$ cat config.mk
export PLATFORM = sky130hd
export DESIGN_NAME = shared_page_key_table_unit
export DESIGN_NICKNAME = d
export VERILOG_FILES = /design/src/sptk_pkg.sv /design/src/shared_page_key_table_unit.sv /design/src/sptk_front.sv /design/src/sptk_queue.sv /design/src/sptk_back.sv
export SDC_FILE = /design/constraint.sdc
export NUM_CORES = 2
export LEC_CHECK = 0
export ABC_CLOCK_PERIOD_IN_PS = 10600
export CAP_MARGIN = 15
export CORE_ASPECT_RATIO = 1.5
export CORE_MARGIN = 2
export CORE_UTILIZATION = 63
export DETAILED_ROUTE_END_ITERATION = 7
export DONT_BUFFER_PORTS = 1
export PLACE_DENSITY = 0.79
export SLEW_MARGIN = 0
export SYNTH_ARGS = -nofsm -noshare
export SYNTH_HDL_FRONTEND = slang
export SYNTH_SLANG_ARGS = --single-unit
$ cat constraint.sdc
create_clock -name clk -period 10.6 [get_ports clk]
set_input_delay 0.53 -clock clk [delete_from_list [all_inputs] [get_ports clk]]
set_output_delay 0.53 -clock clk [all_outputs]
set_load 0.005 [all_outputs]
$ cat src/sptk_pkg.sv
// Shared types, constants and codes of the shared page key table.
package sptk_pkg;

    localparam int TABLE_ENTRIES_DEF = 16;
    localparam int PAGE_BYTES_DEF    = 4096;
    localparam int QUEUE_DEPTH       = 2;

    localparam logic [31:0] TOP_ADDRESS_RESET = 32'h000A_0000;
    localparam logic [15:0] USERS_MAX         = 16'hFFFF;

    localparam logic [1:0] STATUS_OK       = 2'd0;
    localparam logic [1:0] STATUS_MISS     = 2'd1;
    localparam logic [1:0] STATUS_NO_FRAME = 2'd2;
    localparam logic [1:0] STATUS_KEY_ZERO = 2'd3;

    localparam logic CMD_GET     = 1'b0;
    localparam logic CMD_RELEASE = 1'b1;

    typedef enum logic [1:0] {
        OP_GET,
        OP_RELEASE,
        OP_ZERO
    } op_t;

    typedef enum logic [1:0] {
        BK_IDLE,
        BK_SCAN,
        BK_UPDATE
    } back_state_t;

    typedef struct packed {
        logic               command;
        logic signed [31:0] key;
        logic               frame_ok;
        logic        [19:0] new_frame;
    } req_item_t;

    typedef struct packed {
        logic [1:0]  status;
        logic [3:0]  slot;
        logic [31:0] mapped_address;
        logic [19:0] entry_frame;
        logic        frame_released;
        logic [15:0] users_now;
    } rsp_item_t;

    // A classified request as it waits between the front and the back.
    typedef struct packed {
        op_t         op;
        logic [31:0] key;
        logic        frame_ok;
        logic [19:0] new_frame;
    } work_item_t;

    typedef struct packed {
        logic [31:0] key;
        logic [19:0] frame;
        logic [15:0] users;
    } entry_t;

    // Handshake between a producer and the queue, or the queue and a consumer.
    typedef struct packed {
        logic not_full;
        logic not_empty;
    } queue_status_t;

endpackage

$ cat src/shared_page_key_table_unit.sv
// Top level of the shared page key table: configuration register, front, queue and back.
//
// Requests enter on req (req_valid, req_stall) and one result item per request
// leaves on rsp (rsp_valid, rsp_stall). An item moves at a clock edge where its
// valid is high and its stall is low.
// The front registers and classifies each request; a two-item queue separates
// it from the back, which scans the table one entry per cycle through the
// memory read port, then applies the request with at most one memory write.
// A request passes through the back in order: it is taken from the queue, the
// table is scanned (the compare trailing the read), then the update is applied.
// A key of zero skips the scan and goes straight to the update.
// The result waits in an output register while rsp_stall is high; the back
// then holds its finished request, the queue fills, and req_stall rises.
// Reset empties the front, queue and output and marks every table entry free;
// top_address_reg returns to 0xA0000. The user writes it through cfg_write_en
// and cfg_write_data, only while no request is in flight; not enforced by the block.
module shared_page_key_table_unit
#(
    parameter int TABLE_ENTRIES = sptk_pkg::TABLE_ENTRIES_DEF,
    parameter int PAGE_BYTES    = sptk_pkg::PAGE_BYTES_DEF
)
(
    input  logic                clk,
    input  logic                rst_n,
    input  logic                req_valid,
    output logic                req_stall,
    input  sptk_pkg::req_item_t req,
    output logic                rsp_valid,
    input  logic                rsp_stall,
    output sptk_pkg::rsp_item_t rsp,
    input  logic                cfg_write_en,
    input  logic [31:0]         cfg_write_data
);

    logic [31:0]             top_address_reg;
    logic [31:0]             top_address_next;
    sptk_pkg::queue_status_t q_status;
    logic                    push;
    logic                    pop;
    sptk_pkg::work_item_t    push_item;
    sptk_pkg::work_item_t    head_item;

    assign top_address_next = cfg_write_en ? cfg_write_data : top_address_reg;

    always_ff @(posedge clk or negedge rst_n)
    begin
        if (!rst_n)
        begin
            top_address_reg <= sptk_pkg::TOP_ADDRESS_RESET;
        end
        else
        begin
            top_address_reg <= top_address_next;
        end
    end

    sptk_front u_front
    (
        .clk       (clk),
        .rst_n     (rst_n),
        .req_valid (req_valid),
        .req_stall (req_stall),
        .req       (req),
        .q_status  (q_status),
        .push      (push),
        .push_item (push_item)
    );

    sptk_queue u_queue
    (
        .clk       (clk),
        .rst_n     (rst_n),
        .push      (push),
        .push_item (push_item),
        .pop       (pop),
        .head_item (head_item),
        .q_status  (q_status)
    );

    sptk_back
    #(
        .TABLE_ENTRIES (TABLE_ENTRIES),
        .PAGE_BYTES    (PAGE_BYTES)
    )
    u_back
    (
        .clk         (clk),
        .rst_n       (rst_n),
        .top_address (top_address_reg),
        .q_status    (q_status),
        .head_item   (head_item),
        .pop         (pop),
        .rsp_valid   (rsp_valid),
        .rsp_stall   (rsp_stall),
        .rsp         (rsp)
    );

endmodule

$ cat src/sptk_front.sv
// Front part: takes request items, classifies them and hands them to the queue.
module sptk_front
(
    input  logic                   clk,
    input  logic                   rst_n,
    input  logic                   req_valid,
    output logic                   req_stall,
    input  sptk_pkg::req_item_t    req,
    input  sptk_pkg::queue_status_t q_status,
    output logic                   push,
    output sptk_pkg::work_item_t   push_item
);

    logic                 hold_valid_reg;
    logic                 hold_valid_next;
    sptk_pkg::work_item_t hold_reg;
    sptk_pkg::work_item_t hold_next;
    logic                 accept;
    sptk_pkg::op_t        op_class;

    assign req_stall = hold_valid_reg && !q_status.not_full;
    assign accept    = req_valid && !req_stall;
    assign push      = hold_valid_reg && q_status.not_full;
    assign push_item = hold_reg;

    always_comb
    begin
        if (req.key == '0)
        begin
            op_class = sptk_pkg::OP_ZERO;
        end
        else if (req.command == sptk_pkg::CMD_RELEASE)
        begin
            op_class = sptk_pkg::OP_RELEASE;
        end
        else
        begin
            op_class = sptk_pkg::OP_GET;
        end
    end

    always_comb
    begin
        hold_valid_next = hold_valid_reg;
        hold_next       = hold_reg;
        if (accept)
        begin
            hold_valid_next     = 1'b1;
            hold_next.op        = op_class;
            hold_next.key       = $unsigned(req.key);
            hold_next.frame_ok  = req.frame_ok;
            hold_next.new_frame = req.new_frame;
        end
        else if (push)
        begin
            hold_valid_next = 1'b0;
        end
    end

    always_ff @(posedge clk or negedge rst_n)
    begin
        if (!rst_n)
        begin
            hold_valid_reg <= 1'b0;
        end
        else
        begin
            hold_valid_reg <= hold_valid_next;
        end
    end

    always_ff @(posedge clk)
    begin
        hold_reg <= hold_next;
    end

endmodule

$ cat src/sptk_queue.sv
// Short queue of classified items between the front and the back.
module sptk_queue
(
    input  logic                    clk,
    input  logic                    rst_n,
    input  logic                    push,
    input  sptk_pkg::work_item_t    push_item,
    input  logic                    pop,
    output sptk_pkg::work_item_t    head_item,
    output sptk_pkg::queue_status_t q_status
);

    localparam int PTR_W = (sptk_pkg::QUEUE_DEPTH > 1) ? $clog2(sptk_pkg::QUEUE_DEPTH) : 1;
    localparam int CNT_W = $clog2(sptk_pkg::QUEUE_DEPTH + 1);

    sptk_pkg::work_item_t slots_reg [sptk_pkg::QUEUE_DEPTH];
    logic [PTR_W-1:0] head_ptr_reg;
    logic [PTR_W-1:0] head_ptr_next;
    logic [PTR_W-1:0] tail_ptr_reg;
    logic [PTR_W-1:0] tail_ptr_next;
    logic [CNT_W-1:0] count_reg;
    logic [CNT_W-1:0] count_next;
    logic             do_push;
    logic             do_pop;

    assign q_status.not_full  = (count_reg != CNT_W'(sptk_pkg::QUEUE_DEPTH));
    assign q_status.not_empty = (count_reg != '0);
    assign do_push   = push && q_status.not_full;
    assign do_pop    = pop && q_status.not_empty;
    assign head_item = slots_reg[head_ptr_reg];

    always_comb
    begin
        head_ptr_next = head_ptr_reg;
        tail_ptr_next = tail_ptr_reg;
        count_next    = count_reg;
        if (do_push)
        begin
            tail_ptr_next = (tail_ptr_reg == PTR_W'(sptk_pkg::QUEUE_DEPTH - 1)) ?
                            '0 : tail_ptr_reg + PTR_W'(1);
        end
        if (do_pop)
        begin
            head_ptr_next = (head_ptr_reg == PTR_W'(sptk_pkg::QUEUE_DEPTH - 1)) ?
                            '0 : head_ptr_reg + PTR_W'(1);
        end
        if (do_push && !do_pop)
        begin
            count_next = count_reg + CNT_W'(1);
        end
        else if (do_pop && !do_push)
        begin
            count_next = count_reg - CNT_W'(1);
        end
    end

    always_ff @(posedge clk or negedge rst_n)
    begin
        if (!rst_n)
        begin
            head_ptr_reg <= '0;
            tail_ptr_reg <= '0;
            count_reg    <= '0;
        end
        else
        begin
            head_ptr_reg <= head_ptr_next;
            tail_ptr_reg <= tail_ptr_next;
            count_reg    <= count_next;
        end
    end

    always_ff @(posedge clk)
    begin
        if (do_push)
        begin
            slots_reg[tail_ptr_reg] <= push_item;
        end
    end

endmodule

$ cat src/sptk_back.sv
// Back part: scans the table, applies a request and registers its result item.
module sptk_back
#(
    parameter int TABLE_ENTRIES = sptk_pkg::TABLE_ENTRIES_DEF,
    parameter int PAGE_BYTES    = sptk_pkg::PAGE_BYTES_DEF
)
(
    input  logic                    clk,
    input  logic                    rst_n,
    input  logic [31:0]             top_address,
    input  sptk_pkg::queue_status_t q_status,
    input  sptk_pkg::work_item_t    head_item,
    output logic                    pop,
    output logic                    rsp_valid,
    input  logic                    rsp_stall,
    output sptk_pkg::rsp_item_t     rsp
);

    localparam int IDX_W = $clog2(TABLE_ENTRIES);
    localparam int CNT_W = $clog2(TABLE_ENTRIES + 1);
    localparam logic [31:0] PAGE_STEP = 32'(PAGE_BYTES);

    sptk_pkg::entry_t table_mem [TABLE_ENTRIES];
    logic [TABLE_ENTRIES-1:0] used_reg;
    logic [TABLE_ENTRIES-1:0] used_next;

    sptk_pkg::back_state_t state_reg;
    sptk_pkg::back_state_t state_next;
    sptk_pkg::work_item_t  cur_reg;
    sptk_pkg::work_item_t  cur_next;

    // Read side of the scan: issue pointer and the offset of the page it names.
    logic [CNT_W-1:0] rd_ptr_reg;
    logic [CNT_W-1:0] rd_ptr_next;
    logic [31:0]      iss_off_reg;
    logic [31:0]      iss_off_next;
    logic             rd_en;

    // Compare side of the scan, working on the registered read data in the cycle after the read.
    sptk_pkg::entry_t rdata_reg;
    logic             rused_reg;
    logic             cmp_valid_reg;
    logic             cmp_valid_next;
    logic [IDX_W-1:0] cmp_idx_reg;
    logic [IDX_W-1:0] cmp_idx_next;
    logic [31:0]      cmp_off_reg;
    logic [31:0]      cmp_off_next;

    logic             hit_found_reg;
    logic             hit_found_next;
    logic [IDX_W-1:0] hit_idx_reg;
    logic [IDX_W-1:0] hit_idx_next;
    logic [31:0]      hit_off_reg;
    logic [31:0]      hit_off_next;
    logic [19:0]      hit_frame_reg;
    logic [19:0]      hit_frame_next;
    logic [15:0]      hit_users_reg;
    logic [15:0]      hit_users_next;
    logic             free_found_reg;
    logic             free_found_next;
    logic [IDX_W-1:0] free_idx_reg;
    logic [IDX_W-1:0] free_idx_next;
    logic [31:0]      free_off_reg;
    logic [31:0]      free_off_next;

    logic                rsp_valid_reg;
    logic                rsp_valid_next;
    sptk_pkg::rsp_item_t rsp_reg;
    sptk_pkg::rsp_item_t rsp_next;

    logic             wr_en;
    logic [IDX_W-1:0] wr_idx;
    sptk_pkg::entry_t wr_data;
    sptk_pkg::rsp_item_t result;
    logic             out_free;
    logic [15:0]      users_inc;

    assign rsp_valid = rsp_valid_reg;
    assign rsp       = rsp_reg;
    assign out_free  = !rsp_valid_reg || !rsp_stall;
    assign users_inc = (hit_users_reg == sptk_pkg::USERS_MAX) ?
                       hit_users_reg : hit_users_reg + 16'd1;

    // Outcome of the request once the scan has finished, with its table write.
    always_comb
    begin
        result    = '0;
        wr_en     = 1'b0;
        wr_idx    = hit_idx_reg;
        wr_data   = '0;
        used_next = used_reg;
        case (cur_reg.op)
            sptk_pkg::OP_ZERO:
            begin
                result.status = sptk_pkg::STATUS_KEY_ZERO;
            end
            sptk_pkg::OP_GET:
            begin
                if (hit_found_reg)
                begin
                    wr_en                 = 1'b1;
                    wr_data.key           = cur_reg.key;
                    wr_data.frame         = hit_frame_reg;
                    wr_data.users         = users_inc;
                    result.status         = sptk_pkg::STATUS_OK;
                    result.slot           = 4'(hit_idx_reg);
                    result.mapped_address = top_address - hit_off_reg;
                    result.entry_frame    = hit_frame_reg;
                    result.users_now      = users_inc;
                end
                else if (!free_found_reg)
                begin
                    result.status = sptk_pkg::STATUS_MISS;
                end
                else if (!cur_reg.frame_ok)
                begin
                    result.status = sptk_pkg::STATUS_NO_FRAME;
                end
                else
                begin
                    wr_en                   = 1'b1;
                    wr_idx                  = free_idx_reg;
                    wr_data.key             = cur_reg.key;
                    wr_data.frame           = cur_reg.new_frame;
                    wr_data.users           = 16'd1;
                    used_next[free_idx_reg] = 1'b1;
                    result.status           = sptk_pkg::STATUS_OK;
                    result.slot             = 4'(free_idx_reg);
                    result.mapped_address   = top_address - free_off_reg;
                    result.entry_frame      = cur_reg.new_frame;
                    result.users_now        = 16'd1;
                end
            end
            sptk_pkg::OP_RELEASE:
            begin
                if (!hit_found_reg)
                begin
                    result.status = sptk_pkg::STATUS_MISS;
                end
                else
                begin
                    result.status      = sptk_pkg::STATUS_OK;
                    result.slot        = 4'(hit_idx_reg);
                    result.entry_frame = hit_frame_reg;
                    if (hit_users_reg <= 16'd1)
                    begin
                        // The entry is freed; its stale contents are masked by the used bit.
                        used_next[hit_idx_reg] = 1'b0;
                        result.frame_released  = 1'b1;
                    end
                    else
                    begin
                        wr_en            = 1'b1;
                        wr_data.key      = cur_reg.key;
                        wr_data.frame    = hit_frame_reg;
                        wr_data.users    = hit_users_reg - 16'd1;
                        result.users_now = hit_users_reg - 16'd1;
                    end
                end
            end
            default:
            begin
                result.status = sptk_pkg::STATUS_KEY_ZERO;
            end
        endcase
        if (state_reg != sptk_pkg::BK_UPDATE || !out_free)
        begin
            wr_en     = 1'b0;
            used_next = used_reg;
        end
    end

    always_comb
    begin
        state_next      = state_reg;
        cur_next        = cur_reg;
        pop             = 1'b0;
        rd_en           = 1'b0;
        rd_ptr_next     = rd_ptr_reg;
        iss_off_next    = iss_off_reg;
        cmp_valid_next  = 1'b0;
        cmp_idx_next    = cmp_idx_reg;
        cmp_off_next    = cmp_off_reg;
        hit_found_next  = hit_found_reg;
        hit_idx_next    = hit_idx_reg;
        hit_off_next    = hit_off_reg;
        hit_frame_next  = hit_frame_reg;
        hit_users_next  = hit_users_reg;
        free_found_next = free_found_reg;
        free_idx_next   = free_idx_reg;
        free_off_next   = free_off_reg;
        rsp_valid_next  = rsp_valid_reg && rsp_stall;
        rsp_next        = rsp_reg;

        case (state_reg)
            sptk_pkg::BK_IDLE:
            begin
                if (q_status.not_empty)
                begin
                    pop             = 1'b1;
                    cur_next        = head_item;
                    rd_ptr_next     = '0;
                    iss_off_next    = PAGE_STEP;
                    hit_found_next  = 1'b0;
                    free_found_next = 1'b0;
                    if (head_item.op == sptk_pkg::OP_ZERO)
                    begin
                        state_next = sptk_pkg::BK_UPDATE;
                    end
                    else
                    begin
                        state_next = sptk_pkg::BK_SCAN;
                    end
                end
            end
            sptk_pkg::BK_SCAN:
            begin
                rd_en = (rd_ptr_reg < CNT_W'(TABLE_ENTRIES));
                if (rd_en)
                begin
                    rd_ptr_next    = rd_ptr_reg + CNT_W'(1);
                    iss_off_next   = iss_off_reg + PAGE_STEP;
                    cmp_valid_next = 1'b1;
                    cmp_idx_next   = rd_ptr_reg[IDX_W-1:0];
                    cmp_off_next   = iss_off_reg;
                end
                if (cmp_valid_reg)
                begin
                    if (rused_reg && rdata_reg.key == cur_reg.key && !hit_found_reg)
                    begin
                        hit_found_next = 1'b1;
                        hit_idx_next   = cmp_idx_reg;
                        hit_off_next   = cmp_off_reg;
                        hit_frame_next = rdata_reg.frame;
                        hit_users_next = rdata_reg.users;
                    end
                    if (!rused_reg && !free_found_reg)
                    begin
                        free_found_next = 1'b1;
                        free_idx_next   = cmp_idx_reg;
                        free_off_next   = cmp_off_reg;
                    end
                end
                if (!rd_en && !cmp_valid_reg)
                begin
                    state_next = sptk_pkg::BK_UPDATE;
                end
            end
            sptk_pkg::BK_UPDATE:
            begin
                if (out_free)
                begin
                    rsp_valid_next = 1'b1;
                    rsp_next       = result;
                    state_next     = sptk_pkg::BK_IDLE;
                end
            end
            default:
            begin
                state_next = sptk_pkg::BK_IDLE;
            end
        endcase
    end

    always_ff @(posedge clk or negedge rst_n)
    begin
        if (!rst_n)
        begin
            state_reg     <= sptk_pkg::BK_IDLE;
            used_reg      <= '0;
            rsp_valid_reg <= 1'b0;
            cmp_valid_reg <= 1'b0;
        end
        else
        begin
            state_reg     <= state_next;
            used_reg      <= used_next;
            rsp_valid_reg <= rsp_valid_next;
            cmp_valid_reg <= cmp_valid_next;
        end
    end

    always_ff @(posedge clk)
    begin
        cur_reg        <= cur_next;
        rd_ptr_reg     <= rd_ptr_next;
        iss_off_reg    <= iss_off_next;
        cmp_idx_reg    <= cmp_idx_next;
        cmp_off_reg    <= cmp_off_next;
        hit_found_reg  <= hit_found_next;
        hit_idx_reg    <= hit_idx_next;
        hit_off_reg    <= hit_off_next;
        hit_frame_reg  <= hit_frame_next;
        hit_users_reg  <= hit_users_next;
        free_found_reg <= free_found_next;
        free_idx_reg   <= free_idx_next;
        free_off_reg   <= free_off_next;
        rsp_reg        <= rsp_next;
    end

    // Table memory: one read port with registered data, one write port.
    always_ff @(posedge clk)
    begin
        if (rd_en)
        begin
            rdata_reg <= table_mem[rd_ptr_reg[IDX_W-1:0]];
            rused_reg <= used_reg[rd_ptr_reg[IDX_W-1:0]];
        end
        if (wr_en)
        begin
            table_mem[wr_idx] <= wr_data;
        end
    end

endmodule
# After elaboration in Yosys (flattened, before gate mapping)

Memory sizes are Yosys's and may differ from the RTL's. A register that Yosys moved wholly into a read port is not among the register bits.
Cells that the tools add are included.

Output and inout port bits: 77
RAM bits: 1198
Register bits after elaboration: 426
Input port bits: 91
Logic and storage cells: 209
Memories: 2

Equality and inequality tests: 20
Bitwise operators: 4
Magnitude comparators: 7
Mux-type cells: 83
$add $sub $neg: 10
Reductions and logical operators: 47

Memory list:

| name              | words | bits a word | read ports | clocked after memory_dff | write ports | line             | text |
|---|---|---|---|---|---|---|---|
| u_back.table_mem  | 16    | 68          | 1          | 1                        | 1           | sptk_back.sv:23  | `sptk_pkg::entry_t table_mem [TABLE_ENTRIES];` |
| u_queue.slots_reg | 2     | 55          | 1          | 0                        | 1           | sptk_queue.sv:16 | `sptk_pkg::work_item_t slots_reg [sptk_pkg::QUEUE_DEPTH];` |

Operators by type and width:

| operator               | number |
|---|---|
| $mux 68                | 5 |
| $mux 16                | 9 |
| $pmux 68 s2            | 1 |
| $mux 56                | 2 |
| $mux 32                | 2 |
| $pmux 16 s2            | 2 |
| $pmux 32 s2            | 1 |
| $sub 32x32->32         | 2 |
| $mux 58                | 1 |
| $pmux 20 s2            | 1 |
| $mux 37                | 1 |
| $mux 1                 | 33 |
| $add 32x13->32 const B | 1 |
| $eq 32x32->1           | 1 |
| $logic_not 32->1       | 1 |
| $ne 2x1->1 const B     | 11 |
| $mux 4                 | 5 |
| $add 16x1->16 const B  | 1 |
| $and 16x16->16         | 1 |
| $eq 16x16->1 const B   | 1 |
| $le 16x1->1 const B    | 1 |
| $mux 2                 | 8 |
| $not 16->16            | 1 |
| $or 16x16->16          | 1 |
| 29 further kinds       | 78 |

# Logic depth before layout (Yosys ltp)

Depth after elaboration: 9
Depth in mapped cells: 11
Gate-level depth less buffers: 11

# Modules after synthesis

A second synthesis with hierarchy kept.

Cell total of the unflattened synthesis: 3027
Area, all modules: 63812.5 um2

By module, submodules not included:

| module                     | instances | area each (um2) | cells each | seq. area each (um2) |
|---|---|---|---|---|
| sptk_back                  | 1         | 56351.5         | 2697       | 43201.4 |
| sptk_queue                 | 1         | 4327.9          | 189        | 3403.3 |
| sptk_front                 | 1         | 1785.5          | 73         | 1676.6 |
| shared_page_key_table_unit | 1         | 1347.5          | 68         | 803.3 |

# Least setup slack after synthesis

OpenSTA, ideal clock, no wires.

Path type: reg2reg
From: register u_back.state_reg[1]
To: register u_back.cmp_idx_reg[0], enable pin
Required time: 10053 ps
Buffers on the path: 1
Arrival: 4747 ps
Slack: 5306 ps
Clock period less this slack: 5294 ps
Setup time: 547 ps
Stages on the path, launching flop included: 5
Cells stage by stage: dfrtp_1 > inv_1 > nand2_1 > clkbuf_1 > nor2_1

Cells in the longest elaborated chain, start to end: 2

RTL lines:

| what                       | line             | text |
|---|---|---|
| start: declaration         | sptk_back.sv:27  | `sptk_pkg::back_state_t state_reg;` |
| start signal: assignment   | sptk_back.sv:269 | `state_reg <= sptk_pkg::BK_IDLE;` |
| start signal: assignment   | sptk_back.sv:276 | `state_reg <= state_next;` |
| $eq 2x1->1                 | sptk_back.sv:195 | `case (state_reg)` |
| $reduce_and 2->1 (no line) | n/a              |  |
| end signal: assignment     | sptk_back.sv:288 | `cmp_idx_reg <= cmp_idx_next;` |
| end: declaration           | sptk_back.sv:44  | `logic [IDX_W-1:0] cmp_idx_reg;` |

Every way passes these cells.
A chain may end at the register's enable or synchronous reset.

# Worst setup path in the final report

From: register u_back.hit_users_reg[0]
To: memory u_back.table_mem[12][46] in the netlist's numbering, enable pin

Cells in the longest elaborated chain, start to end: 7

RTL lines:

| what                         | line             | text |
|---|---|---|
| start: declaration           | sptk_back.sv:57  | `logic [15:0] hit_users_reg;` |
| start signal: assignment     | sptk_back.sv:294 | `hit_users_reg <= hit_users_next;` |
| $le 16x1->1                  | sptk_back.sv:145 | `if (hit_users_reg <= 16'd1)` |
| $mux 1                       | sptk_back.sv:145 |  |
| $mux 1                       | sptk_back.sv:136 | `if (!hit_found_reg)` |
| $pmux 1 s2                   | sptk_back.sv:92  | `case (cur_reg.op)` |
| $mux 1                       | sptk_back.sv:166 | `if (state_reg != sptk_pkg::BK_UPDATE \|\| !out_free)` |
| $mux 1                       | sptk_back.sv:309 | `if (wr_en)` |
| $mux 1 (implied by the code) | sptk_back.sv:311 | `table_mem[wr_idx] <= wr_data;` |
| end: declaration             | sptk_back.sv:23  |  |

Every way passes these cells.

==> flow_metrics.tcl <==
set metrics [dict create \
    ys_ff_latch 1644 \
    hpwl_mm 80.9 \
    h-tree-depth 4 \
    synth_common_cells "1587 x edfxtp_1, 345 x mux4_2, 109 x nand2_1, 97 x nor2_1, 88 x clkbuf_1" \
    worstReg2RegStart "u_back.hit_users_reg[0]" \
    start_util_pct 63.4 \
    finalWirelength_mm 155 \
    synth-main-ff-cell "edfxtp_1" \
    drc 0 \
    grtUsageTotal_pct 30.8 \
    min_to "u_front.push_item[54]" \
    worst-setup-path-type "register to register" \
    total_power_w 0.0187 \
    crit_arrival_ns 5.98 \
    ys_async_sr_fraction_pct 3.47 \
    rsz0062_at_grt "false" \
    yosys_warnings 0 \
    vias 31700 \
    netlist_top_cells_area "edfxtp_1 76%, mux4_2 12%, dfrtp_1 2.2%" \
    synth_area_per_cell_um2 21.1 \
    slew_viol_final 0 \
    postSynthCellCount 2988 \
    grt_pass1_wl_mm 226 \
    synth_top_area_cell "edfxtp_1" \
    placement.io_buffers 0 \
    final-hold-violation-count 0 \
    dieWidth_um 262 \
    wl_per_cell_um 33.5 \
    critical_path_buf_inv_count 3 \
    swShare_pct 29.1 \
    clk_path_buf_depth 3 \
    tns_ns 0 \
    core_mm2 0.0995 \
    syn_to_final_growth_pct 12.6 \
    worstHoldStart "req_valid" \
    cts-resized-gates 0 \
    grt_max_degree 119 \
    grt_overflow 0 \
    num_io_pins 168 \
    hold_path.class "primary input to register" \
    ir_drop_mv 0.203 \
    yosysMostFrequentCell "edfxtp_1" \
    post_cts_buffers 0 \
    cts_made_buffers 144 \
    p_per_area_mw_per_mm2 264 \
    die_area_mm2 0.103 \
    crit_path_cell_trace "inv_1, ha_1, o211ai_1, nor2_1, nor2_1, nor2_2, buf_4, nor2_1, nand2_1, nor2_4, buf_4" \
    comb_power_share_pct 24.0 \
    cpMostUsedCell "nor2_1" \
    nets 3357 \
    p_seq_share_pct 48.2 \
    finalCriticalPeriod_ns 5.59 \
    slowest_stage "nor2_4" \
    synthesis.nets 3123 \
    cts_num_sinks 1644 \
    ff2ff_setup_slack_ns 5.01 \
    yosysUniqueCellTypes 59 \
    min_path_cells 1 \
    path_clk_slew_ns 0.07 \
    vias_per_cell 6.84 \
    rr_worst_depth 11 \
    largest_register_ffs 1088 \
    synth-edff-count 1587 \
    skew_ns 0.0321 \
    cts_root_buf "clkbuf_16" \
    drt_iter0_drc 3799 \
    antenna_found_initial 3 \
    die_h_um 392 \
    p_int_w 0.0133 \
    p_leak_nw 23.1 \
    syn-cell-area_mm2 0.0631 \
    crit_family "simple AND/OR/NAND/NOR gates" \
    pwr-share-clk_pct 27.8 \
    clock_latency_ns 0.78 \
    tightest_slew_ns 1.21 \
    crit_fanout 44 \
    cts_tree "done" \
    max_stage_delay_ns 0.95 \
    fmax_mhz 179 \
    reg2reg_to "u_back.table_mem[12][46]" \
    synth.yosys.seq_area_share_pct 77.8 \
    drive_above_1_share_pct 23.2 \
    yosysTopAreaCellShare_pct 75.6 \
    period_share_pct 52.8 \
    place.gp.congestion 0.878 \
    drv_cap 0 \
    status "finished clean" \
    relSlewSlack_pct 19.1 \
    ant_nets 0 \
    drt_first_pass_iters 6 \
    required_ns 10.98 \
    start_kind "register" \
    rows 142 \
    end_kind "register" \
    switchingPower_w 0.00546 \
    setup_viol 0 \
    first_global_vias 33400 \
]
[per-layer routing]
metal / routed length [um] / vias to the layer above / track usage (%)
li1: - / 12600 / -
met1: 50600 / 16500 / 36.0
met4: 10800 / 4 / 19.0
met2: 82600 / 2081 / 53.8
met5: 27 / - / 0
met3: 11400 / 495 / 5.15
[worst max-delay path by stage]
stage                                  startpoint                       end  slack, ns  cells after the start
after floorplan               u_back.state_reg[1]     u_back.cmp_idx_reg[0]       5.31                      4
after CTS                 u_back.hit_users_reg[0]   u_back.table_mem[9][34]       5.00                     11
after detailed placement  u_back.hit_users_reg[0]   u_back.table_mem[8][44]       5.18                     11
final                     u_back.hit_users_reg[0]  u_back.table_mem[12][46]       5.01                     11
after global placement    u_back.hit_users_reg[0]   u_back.table_mem[3][11]       5.32                     11
after global routing      u_back.hit_users_reg[0]   u_back.table_mem[12][7]       4.73                     11
[power groups by stage]
stage | Clock (W) | Combinational [W] | Sequential (W)
detailed placement | 0 | 0.00421 | 0.00914
global placement | 0 | 0.00407 | 0.00910
finish | 0.00522 | 0.00449 | 0.00903
global route | 0.00548 | 0.00474 | 0.00906
CTS | 0.00524 | 0.00437 | 0.00902
floorplan | 0 | 0.00297 | 0.00894
[through the flow]
stage	utilization (%)	std cells	setup WS, ns	hold WS, ns	cell area, um2
2_1_floorplan	-	2988	5.31	0.234	63100
6_report	71.4	4638	5.01	0.195	71000
3_5_place_dp	65.3	4229	5.18	0.237	64900
4_1_cts	71.1	4614	5.00	0.140	70800
5_1_grt	71.4	4635	4.73	0.159	71000
3_3_place_gp	65.2	4222	5.32	0.237	64900
[cell usage in the layout, fill, tap and decap left out, types with 54 or more instances in the layout]
master	synthesis	routed
buf_4	0	79
clkbuf_16	0	147
dfrtp_1	55	54
dlygate4sd3_1	0	121
edfxtp_1	1587	1587
mux2_2	87	87
mux4_2	345	345
nand2_1	109	109
nor2_1	97	77
o21ai_0	82	68
[kinds of logic after synthesis]
kind of cell / Yosys count / synth area share (%)
simple gates: 399 / 3.11
buf+inv: 176 / 1.07
mux: 433 / 13.9
compound gates: 201 / 1.97
fa+ha+maj: 44 / 0.873
flops: 1644 / 77.8
xor+xnor: 91 / 1.26
[worst reg2reg max path, stage by stage, from the launching register on]
cell and delay (ns):
edfxtp_1 0.50, inv_1 0.12, ha_1 0.28, o211ai_1 0.35, nor2_1 0.17, nor2_1 0.81, nor2_2 0.11, buf_4 0.35
nor2_1 0.34, nand2_1 0.33, nor2_4 0.95, buf_4 0.87
[timing repair]
action	in CTS	in global routing
endpoints found under the setup margin	0	0
hold buffers	122	0
hold endpoints to repair	145	0
[cell type report]
class                      count  area [um2]
clock buffer                 189        3890
fill                        5443       28500
antenna                        3        7.51
multi-input combinational   1168       13500
tap                         1296        1620
inverter                      49         186
sequential                  1644       49100
timing repair buffer         215        2000
clock inverter                74         728
Power figures use the tool's default switching activity.
